`config.mk`:
```
export PLATFORM = sky130hd
export DESIGN_NAME = printf_field_formatter
export DESIGN_NICKNAME = d
export VERILOG_FILES = /design/src/hdl/pff_pkg.sv /design/src/hdl/printf_field_formatter.sv
export SDC_FILE = /design/constraint.sdc
export NUM_CORES = 1
export LEC_CHECK = 0
export BUFFER_PORTS_ARGS = -buffer_cell sky130_fd_sc_hd__buf_2
export CORE_ASPECT_RATIO = 0.9
export CORE_MARGIN = 1.5
export CORE_UTILIZATION = 49
export CTS_BUF_LIST = sky130_fd_sc_hd__clkbuf_16
export DETAILED_ROUTE_END_ITERATION = 8
export PLACE_DENSITY = 0.73
export SKIP_CTS_REPAIR_TIMING = 1
export SYNTH_ARGS = -nofsm -noshare
export SYNTH_HDL_FRONTEND = slang
export SYNTH_SLANG_ARGS = --single-unit
```
`constraint.sdc`:
```
create_clock -name clk -period 5.1 [get_ports clk]
set_clock_uncertainty 0.1 [all_clocks]
set_input_delay 0.51 -clock clk [delete_from_list [all_inputs] [get_ports clk]]
set_output_delay 0.51 -clock clk [all_outputs]
set_load 0.05 [all_outputs]
```
`src/hdl/pff_pkg.sv`:
```
// ----------------------------------------------------------------------------
// pff_pkg: shared definitions for the printf field formatter
// Conversion codes, character constants, converter sizes and digit mapping.
// ----------------------------------------------------------------------------
package pff_pkg;

	localparam int WORD_BITS  = 32;
	localparam int MAX_WIDTH  = 64;
	localparam int FW_BITS    = 7;
	// Ten BCD digits hold any 32-bit value; eight hex digits fit in the same space.
	localparam int BCD_DIGITS = 10;
	localparam int BCD_BITS   = 4 * BCD_DIGITS;
	localparam int CNT_W      = $clog2(WORD_BITS);
	localparam int ND_W       = $clog2(BCD_DIGITS + 2);

	localparam logic [2:0] OP_SDEC = 3'd0;
	localparam logic [2:0] OP_UDEC = 3'd1;
	localparam logic [2:0] OP_HEXL = 3'd2;
	localparam logic [2:0] OP_HEXU = 3'd3;
	localparam logic [2:0] OP_CHAR = 3'd4;

	localparam logic [7:0] CH_MINUS = 8'h2D;
	localparam logic [7:0] CH_SPACE = 8'h20;
	localparam logic [7:0] CH_ZERO  = 8'h30;
	localparam logic [7:0] CH_LOW_A = 8'h61;
	localparam logic [7:0] CH_UP_A  = 8'h41;

	function automatic logic [7:0] digit_char(input logic [3:0] d, input logic upper);
		logic [7:0] base;
		base = upper ? CH_UP_A : CH_LOW_A;
		if (d < 4'd10)
			digit_char = CH_ZERO + {4'd0, d};
		else
			digit_char = base + {4'd0, d - 4'd10};
	endfunction

endpackage

```
`src/hdl/printf_field_formatter.sv`:
```
// ----------------------------------------------------------------------------
// printf_field_formatter: one integer or character conversion to ASCII text
// Formats a decoded conversion into a padded field, one character per word.
// ----------------------------------------------------------------------------
// Usage:
// The input channel (in_valid/in_stall) takes one conversion word: opcode,
// value, field_width, left_justify and zero_pad. The output channel
// (out_valid/out_stall) returns the field one character per word, with last
// set on the final character. Opcodes 5 to 7 are taken and produce nothing.
// Decimal values go through a bit-serial binary to BCD converter, one bit per
// cycle, then a leading-zero scan that drops up to nine leading zero digits,
// one per cycle. Hex values skip the converter, characters skip both. Once
// the field is laid out, one character leaves per cycle while the receiver
// does not stall. The next conversion can be taken in the cycle after the
// last character has entered the output register. When the receiver stalls,
// the output register holds its word and the generator waits. Reset empties
// the output register and returns the block to idle.
// ----------------------------------------------------------------------------
module printf_field_formatter (
	input  logic                          clk,
	input  logic                          arst_n,
	input  logic                          in_valid,
	output logic                          in_stall,
	input  logic [2:0]                    opcode,
	input  logic [31:0]                   value,
	input  logic [pff_pkg::FW_BITS-1:0]   field_width,
	input  logic                          left_justify,
	input  logic                          zero_pad,
	output logic                          out_valid,
	input  logic                          out_stall,
	output logic [7:0]                    out_char,
	output logic                          last
);

	typedef enum logic [4:0] {
		S_IDLE   = 5'b00001,
		S_DABBLE = 5'b00010,
		S_SCAN   = 5'b00100,
		S_PREP   = 5'b01000,
		S_EMIT   = 5'b10000
	} state_t;

	localparam int WB = pff_pkg::WORD_BITS;
	localparam int BB = pff_pkg::BCD_BITS;
	localparam int FW = pff_pkg::FW_BITS;
	localparam int NW = pff_pkg::ND_W;

	state_t                        state_q;
	logic                          out_valid_q;
	logic [7:0]                    out_char_q;
	logic                          last_q;

	logic                          is_char_q, upper_q, neg_q, zpad_q, ljust_q;
	logic [FW-1:0]                 width_q;
	logic [WB-1:0]                 bin_q;
	logic [BB-1:0]                 bcd_q;
	logic [pff_pkg::CNT_W-1:0]     cnt_q;
	logic [NW-1:0]                 nd_q;
	logic                          sf_q, tsign_q, chp_q;
	logic [FW-1:0]                 lpad_q, rpad_q, tot_q;

	logic [WB-1:0]                 in_word, in_mag;
	logic                          in_neg;
	logic [FW-1:0]                 in_width;
	logic [BB-1:0]                 bcd_adj;
	logic                          slot_free, emit;
	logic [7:0]                    emit_char;
	logic                          p_sf, p_ts, p_chp;
	logic [FW-1:0]                 p_len, p_w, p_pad;
	logic [3:0]                    top_digit;

	assign in_stall  = (state_q != S_IDLE);
	assign out_valid = out_valid_q;
	assign out_char  = out_char_q;
	assign last      = last_q;

	assign in_word  = value[WB-1:0];
	assign in_neg   = (opcode == pff_pkg::OP_SDEC) && in_word[WB-1];
	assign in_mag   = in_neg ? (~in_word + 1'b1) : in_word;
	assign in_width = (field_width > FW'(pff_pkg::MAX_WIDTH)) ?
		FW'(pff_pkg::MAX_WIDTH) : field_width;

	// Double-dabble correction: every digit of five or more gets three added
	// before the shift.
	always_comb begin
		for (int k = 0; k < pff_pkg::BCD_DIGITS; k++) begin
			bcd_adj[4*k +: 4] = (bcd_q[4*k +: 4] >= 4'd5) ?
				bcd_q[4*k +: 4] + 4'd3 : bcd_q[4*k +: 4];
		end
	end

	assign top_digit = bcd_q[BB-1 -: 4];

	// Field layout, worked out once the digit count is known.
	always_comb begin
		p_sf  = neg_q && (width_q != '0) && zpad_q;
		p_ts  = neg_q && !p_sf;
		p_chp = is_char_q && ((width_q == '0) || (bin_q[7:0] != 8'd0));
		p_len = is_char_q ? FW'(p_chp) : (FW'(nd_q) + FW'(p_ts));
		p_w   = width_q - FW'(p_sf);
		p_pad = (p_w > p_len) ? (p_w - p_len) : '0;
	end

	assign slot_free = !out_valid_q || !out_stall;
	assign emit      = (state_q == S_EMIT) && slot_free;

	always_comb begin
		priority if (sf_q)
			emit_char = pff_pkg::CH_MINUS;
		else if (lpad_q != '0)
			emit_char = zpad_q ? pff_pkg::CH_ZERO : pff_pkg::CH_SPACE;
		else if (tsign_q)
			emit_char = pff_pkg::CH_MINUS;
		else if (chp_q)
			emit_char = bin_q[7:0];
		else if (nd_q != '0)
			emit_char = pff_pkg::digit_char(top_digit, upper_q);
		else
			emit_char = zpad_q ? pff_pkg::CH_ZERO : pff_pkg::CH_SPACE;
	end

	always_ff @(posedge clk or negedge arst_n) begin
		if (!arst_n) begin
			state_q     <= S_IDLE;
			out_valid_q <= 1'b0;
		end else begin
			if (emit)
				out_valid_q <= 1'b1;
			else if (!out_stall)
				out_valid_q <= 1'b0;

			unique case (state_q)
				S_IDLE: begin
					if (in_valid) begin
						priority case (opcode)
							pff_pkg::OP_SDEC, pff_pkg::OP_UDEC: state_q <= S_DABBLE;
							pff_pkg::OP_HEXL, pff_pkg::OP_HEXU: state_q <= S_SCAN;
							pff_pkg::OP_CHAR:                   state_q <= S_PREP;
							default:                            state_q <= S_IDLE;
						endcase
					end
				end
				S_DABBLE: begin
					if (cnt_q == pff_pkg::CNT_W'(WB - 1))
						state_q <= S_SCAN;
				end
				S_SCAN: begin
					if (!((nd_q > NW'(1)) && (top_digit == 4'd0)))
						state_q <= S_PREP;
				end
				S_PREP: begin
					state_q <= S_EMIT;
				end
				S_EMIT: begin
					if (emit && (tot_q == FW'(1)))
						state_q <= S_IDLE;
				end
				default: state_q <= S_IDLE;
			endcase
		end
	end

	always_ff @(posedge clk) begin
		if (emit) begin
			out_char_q <= emit_char;
			last_q     <= (tot_q == FW'(1));
		end

		unique case (state_q)
			S_IDLE: begin
				is_char_q <= (opcode == pff_pkg::OP_CHAR);
				upper_q   <= (opcode == pff_pkg::OP_HEXU);
				neg_q     <= in_neg;
				zpad_q    <= zero_pad;
				ljust_q   <= left_justify;
				width_q   <= in_width;
				bin_q     <= in_mag;
				bcd_q     <= ((opcode == pff_pkg::OP_SDEC) || (opcode == pff_pkg::OP_UDEC)) ?
					'0 : BB'(in_mag);
				cnt_q     <= '0;
				nd_q      <= NW'(pff_pkg::BCD_DIGITS);
			end
			S_DABBLE: begin
				bcd_q <= {bcd_adj[BB-2:0], bin_q[WB-1]};
				bin_q <= bin_q << 1;
				cnt_q <= cnt_q + 1'b1;
			end
			S_SCAN: begin
				if ((nd_q > NW'(1)) && (top_digit == 4'd0)) begin
					bcd_q <= bcd_q << 4;
					nd_q  <= nd_q - 1'b1;
				end
			end
			S_PREP: begin
				sf_q    <= p_sf;
				tsign_q <= p_ts;
				chp_q   <= p_chp;
				if (is_char_q)
					nd_q <= '0;
				lpad_q  <= ljust_q ? '0 : p_pad;
				rpad_q  <= ljust_q ? p_pad : '0;
				tot_q   <= FW'(p_sf) + p_pad + p_len;
			end
			S_EMIT: begin
				if (emit) begin
					tot_q <= tot_q - 1'b1;
					priority if (sf_q)
						sf_q <= 1'b0;
					else if (lpad_q != '0)
						lpad_q <= lpad_q - 1'b1;
					else if (tsign_q)
						tsign_q <= 1'b0;
					else if (chp_q)
						chp_q <= 1'b0;
					else if (nd_q != '0) begin
						bcd_q <= bcd_q << 4;
						nd_q  <= nd_q - 1'b1;
					end else
						rpad_q <= rpad_q - 1'b1;
				end
			end
			default: begin
			end
		endcase
	end

	// A valid conversion always leaves idle on the next cycle.
	assert property (@(posedge clk) disable iff (!arst_n)
		(in_valid && !in_stall && (opcode <= pff_pkg::OP_CHAR)) |=> (state_q != S_IDLE))
		else $error("valid conversion did not start");

	// While characters are generated there is always at least one left.
	assert property (@(posedge clk) disable iff (!arst_n)
		(state_q == S_EMIT) |-> (tot_q != '0))
		else $error("emit state with nothing to send");

	// The final character returns the block to idle.
	assert property (@(posedge clk) disable iff (!arst_n)
		(emit && (tot_q == FW'(1))) |=> (state_q == S_IDLE) && out_valid && last)
		else $error("last character did not end the conversion");

	// The digit scan never drops the final digit.
	assert property (@(posedge clk) disable iff (!arst_n)
		(state_q == S_SCAN) |-> (nd_q != '0))
		else $error("digit scan lost all digits");

endmodule

```
# Yosys cells after proc, flatten, opt, wreduce, memory -nomap -nowiden
# Index checks and enable logic that the tools add are counted.
# classes
bitwise,1
eq_ne,26
addsub,23
n_reduce_logical,34
mux,66
magnitude_cmp,14
# ops
cell,n
$mux 40,7
$pmux 40 s4,1
$mux 4,17
$mux 32,2
$pmux 32 s2,1
$mux 7,6
$ge 4x3->1 const B,10
$mux 8,5
$add 4x2->4 const B,9
$add 32x1->32 const B,1
$not 32->32,1
$mux 5,6
$pmux 7 s2,2
$pmux 5 s5,1
$ne 2x2->1 const B,10
$pmux 4 s4,1
$reduce_bool 7->1,2
$sub 7x1->7 const B,2
$pmux 4 s3,1
$reduce_and 4->1,3
$reduce_bool 4->1,3
$eq 5x5->1 const B,2
$mux 1,10
$pmux 5 s2,1
other kinds (41),60
# totals
output_inout_bits,11
in_bits,48
elab_cells,183
register_bits,125

# Depth between registers and ports, before layout
# depth
depth_word,12
ltp_mapped,25

# Least setup slack after synthesis
# No wires, ideal clock.
# synth_path
path_type,register to register
start,register width_q[3]
end,register tot_q[6] (data pin)
setup_time_ps,259
arrival_ps,4163
period_less_slack_ps,4522
setup_slack_ps,578
n_path_buf,1
stages_incl_launch_ff,24
t_required_ps,4741
path_cell_list,edfxtp_1 > nor3_1 > nand2_1 > a21oi_1 > ha_1 > nand3_1 > xor2_1 > or2_2 > ha_1 > o21a_1 > o31a_1 > o31ai_1 > and3_1 > buf_2 > mux2i_1 > ha_1 > nor2_1 > fa_1 > inv_1 > a21o_1 > a21oi_1 > o21bai_1 > a211oi_1 > a211o_1
# synth_via
elab_chain_len,12
elab_cells_between_ends,17
cone_classes,add/sub (5); order compare (1); mux (3); reduce/logical (8)
# synth_rtl
item,line_no,text
from (decl),printf_field_formatter.sv:54,logic [FW-1:0] width_q;
from (signal assigned),printf_field_formatter.sv:176,width_q <= in_width;
$reduce_bool 7->1 (*),printf_field_formatter.sv:96,p_sf = neg_q && (width_q != '0) && zpad_q;
$logic_and 1x1->1 (*) (2 in series),printf_field_formatter.sv:96,
$logic_not 1->1 (*),printf_field_formatter.sv:97,p_ts = neg_q && !p_sf;
$logic_and 1x1->1 (*),printf_field_formatter.sv:97,
net p_ts,printf_field_formatter.sv:68,"logic p_sf, p_ts, p_chp;"
$add 4x1->5 (*),printf_field_formatter.sv:99,p_len = is_char_q ? FW'(p_chp) : (FW'(nd_q) + FW'(p_ts));
$mux 5 (*),printf_field_formatter.sv:99,
$sub 7x5->7 / $gt 7x5->1 (equally long branches),printf_field_formatter.sv:101,p_pad = (p_w > p_len) ? (p_w - p_len) : '0;
$mux 7,printf_field_formatter.sv:101,
$add 1x7->7,printf_field_formatter.sv:202,tot_q <= FW'(p_sf) + p_pad + p_len;
$add 7x5->7 (*),printf_field_formatter.sv:202,
$pmux 7 s2 (*),printf_field_formatter.sv:169,unique case (state_q)
to (signal assigned),printf_field_formatter.sv:202,
to (signal assigned),printf_field_formatter.sv:206,tot_q <= tot_q - 1'b1;
to (decl),printf_field_formatter.sv:60,"logic [FW-1:0] lpad_q, rpad_q, tot_q;"
# The timed path passes the listed nets; every way through them passes the cells marked *.
# A chain may end at the register's enable or synchronous reset.

# Final worst setup path
# layout_path
start,register width_q[1]
end,register tot_q[6] (data pin)
# The elaborated chain is that of the path after synthesis.

==> results.sh <==
export IMPL_p_leak_nw=3.57
export IMPL_die_area_um2=17300
export IMPL_coreArea_um2=16100
export IMPL_clkPwrFrac_pct=17.4
export IMPL_hold_viol=0
export IMPL_avgSynthCellArea_um2=9.75
export IMPL_worst_path_buf_inv=1
export IMPL_grt_busiest_layer="met2"
export IMPL_start_util_pct=50.2
export IMPL_synth_area_top_cells="edfxtp_1 (44%), ha_1 (7.3%), a21oi_1 (5.4%)"
export IMPL_drt_first_pass_iters=6
export IMPL_clkSlewWorstSetupHoldPaths_ps=60
export IMPL_cts_buffers=17
export IMPL_finalCritPeriodShare_pct=93.4
export IMPL_p_int_mw=3.89
export IMPL_area_growth_pct=13.9
export IMPL_grt_overflow=0
export IMPL_vias=6419
export IMPL_critPathCaptureType="flip-flop"
export IMPL_routed_wl_mm=18.1
export IMPL_grt_max_degree=54
export IMPL_yosys_area_top_type="edfxtp_1"
export IMPL_drc=0
export IMPL_synth_nets=928
export IMPL_fin_crit_ps=4760
export IMPL_vdd_drop_max_mv=0.503
export IMPL_r2r_start="width_q[1]$_SDFFCE_PN0P_"
export IMPL_rows=44
export IMPL_setup_viol=0
export IMPL_rsz0062_at_grt="false"
export IMPL_gp_congestion=0.919
export IMPL_crit_family="compound AO/OA/AOI/OAI gates"
export IMPL_ys_types=67
export IMPL_fin_nets=987
export IMPL_arrival_ps=4840
export IMPL_async_flop_share_pct=4.80
export IMPL_cts_root_buf="clkbuf_16"
export IMPL_syn_area_um2=8110
export IMPL_p_sw_share_pct=41.1
export IMPL_wl_per_cell_um=16.3
export IMPL_path_cells="nor4_1 > nand2_1 > a21oi_1 > ha_1 > nand3_1 > xor2_1 > or2_2 > ha_1 > o21a_1 > o31a_1 > o31ai_2 > and3_1 > mux2i_1 > ha_1 > nor2_1 > fa_1 > inv_1 > a21o_1 > a21oi_1 > o21bai_1 > a211oi_1 > a211o_1"
export IMPL_power_frac_seq_pct=34.3
export IMPL_timing_setup_tns_ps=0
export IMPL_slowest_delay_ps=400
export IMPL_synthCells=831
export IMPL_hold_ws_ps=174
export IMPL_use_met1_pct=31.3
export IMPL_grt_use_total_pct=21.5
export IMPL_ioPinCount=59
export IMPL_critPathKind="reg2reg"
export IMPL_hp_start="left_justify"
export IMPL_synth_top_area_share_pct=44.1
export IMPL_cap_violations=0
export IMPL_grt_pass1_wl_mm=30.0
export IMPL_power_density_nw_per_um2=716
export IMPL_yosysSeqAreaShare_pct=46.0
export IMPL_worst_pin_slew_ps=1060
export IMPL_drt_iter0_drc=558
export IMPL_fp_dieH_um=125
export IMPL_clkLatencyLatePin_ps=420
export IMPL_grt_pass1_vias=6062
export IMPL_clock_sinks=125
export IMPL_fmax_mhz=210
export IMPL_die_x_um=139
export IMPL_cts_buffer_depth=2
export IMPL_fillers=1362
export IMPL_synth_seq_cells=125
export IMPL_crit_path_start="width_q[1]$_SDFFCE_PN0P_"
export IMPL_htreeDepth=4
export IMPL_vias_per_cell=5.78
export IMPL_crit_path_start_kind="flip-flop"
export IMPL_crit_required_ps=5170
export IMPL_comb_power_share_pct=48.4
export IMPL_crit_slowest_cell="fa_1"
export IMPL_dpl_hpwl_mm=12.8
export IMPL_synth_edf_count=119
export IMPL_cts_tree="built"
export IMPL_use_met2_pct=32.8
export IMPL_p_sw_mw=2.72
export IMPL_yosys_warnings=0
export IMPL_met3_usage_pct=3.79
export IMPL_outcome="finished clean"
export IMPL_hold_class="in2reg"
export IMPL_antenna_cells=0
export IMPL_antenna_found_initial=0
export IMPL_synthFlopType="edfxtp_1"
export IMPL_crit_top_cell="ha_1"
export IMPL_power_mw=6.60
export IMPL_cp_max_fo=4
export IMPL_final_layout_size_suffix_gt1_share_pct=12.6
export IMPL_route_antenna_remaining_nets=0
export IMPL_relSlewSlack_pct=29.1
export IMPL_report_final_slew_viol_count=0
export IMPL_port_buffers=58
[per-stage QoR]
stage          setup slack, ps  util (%)  cells  cell area, um^2
3_5_place_dp               272      53.4   1073             8610
6_report                   337      57.2   1110             9230
4_1_cts                    254      56.9   1105             9170
2_1_floorplan              578         -    831             8110
3_3_place_gp               377      53.4   1073             8610
5_1_grt                   5.60      57.2   1110             9230
[worst register-to-register path, delay by kind of cell (launching register included)]
family / cells / cell delay, ps
AOI/OAI and AO/OA: 9 / 1380
adders and majority gates: 4 / 1130
and+or+nand+nor: 6 / 1120
DFF: 1 / 390
muxes: 1 / 190
xor gates and xnor gates: 1 / 150
buffers and inverters: 1 / 70
[cells in the final DEF (no fill, tap or decap), types with 4 or more instances in the layout]
master,Yosys,routed
a31oi_1,6,5
o41ai_1,4,4
clkbuf_16,0,17
nand2_1,57,57
inv_1,49,53
o221ai_1,8,8
xnor2_1,47,47
o31ai_1,8,7
nor2b_1,12,12
ha_1,47,46
clkinv_2,0,4
mux2i_1,4,4
o21bai_1,6,6
nand3_1,8,8
and2_1,4,4
or3_1,4,4
nor2_1,89,88
nand3b_1,4,4
buf_2,1,58
xor2_1,30,30
edfxtp_1,119,119
dfrtp_1,5,5
o21ai_0,57,57
a21oi_1,88,88
o22ai_1,8,8
nor3b_1,15,15
nand2b_1,18,18
buf_4,0,12
nor4_1,4,4
a22oi_1,14,14
and3_1,7,7
nor3_1,23,22
[cell families after synthesis]
logic type,after synthesis,share of synthesized area [%]
AND/OR/NAND/NOR,264,16.2
AO/OA/AOI/OAI,232,17.5
flip-flops,125,46.0
buffers and inverters,80,3.72
XOR/XNOR,77,8.32
adder cells (fa/ha/maj),49,7.75
multiplexers,4,0.494
[power groups by stage]
stage	clock network (mW)	logic (mW)	registers [mW]
5_1_grt	1.20	3.57	2.33
2_1_floorplan	0	2.42	2.17
6_report	1.15	3.19	2.26
3_5_place_dp	0	3.08	2.27
3_3_place_gp	0	3.02	2.26
4_1_cts	1.16	3.12	2.26
[path summary, 6_finish.rpt]
path                                     endpoint  slack (ps)  depth (start not counted)
setup reg to reg               tot_q[6]$_DFFE_PP_         340                         22
setup / recovery               tot_q[6]$_DFFE_PP_         340                         22
hold / removal                  ljust_q$_DFFE_PP_         170                          1
hold reg to reg               bin_q[29]$_DFFE_PP_         420                          2
min in group asynchronous   out_valid$_DFFE_PN0P_         390                          2
max in group asynchronous  state_q[0]$_DFFE_PN1P_        4250                          2
[registers in the layout (all words and copies together) (netlist names)]
register,flops
is_char_q,1
cnt_q,5
chp_q,1
tsign_q,1
upper_q,1
out_valid,1
zpad_q,1
sf_q,1
tot_q,7
out_char,8
ljust_q,1
bcd_q,40
nd_q,4
state_q,5
bin_q,32
width_q,7
lpad_q,7
neg_q,1
last,1
[cell type report]
class,instances,area (um^2),share of cell area (%)
Multi-Input combinational cell,626,4110,44.5
Sequential cell,125,3720,40.4
Clock buffer,17,425,4.61
Timing Repair Buffer,71,390,4.23
Tap cell,207,259,2.81
Inverter,49,184,1.99
Clock inverter,15,136,1.48
[synth_stat cells (6+ instances only)]
cell and count:
nor3b_1 15, o21ai_0 57, a31oi_1 6, o31ai_1 8, nor2b_1 12, and3_1 7
inv_1 49, o22ai_1 8, o21bai_1 6, ha_1 47, xor2_1 30, a22oi_1 14
nor3_1 23, a21oi_1 88, clkbuf_1 28, nor2_1 89, xnor2_1 47, edfxtp_1 119
nand3_1 8, nand2b_1 18, o221ai_1 8, nand2_1 57
[metal layers]
metal  part of all wire (%)  routed length (um)
met1                     49                8910
met2                     44                8030
met3                    5.5                 999
met4                   0.83                 150
met5                      0                   0
No activity file was read; power rests on OpenSTA's default activity.
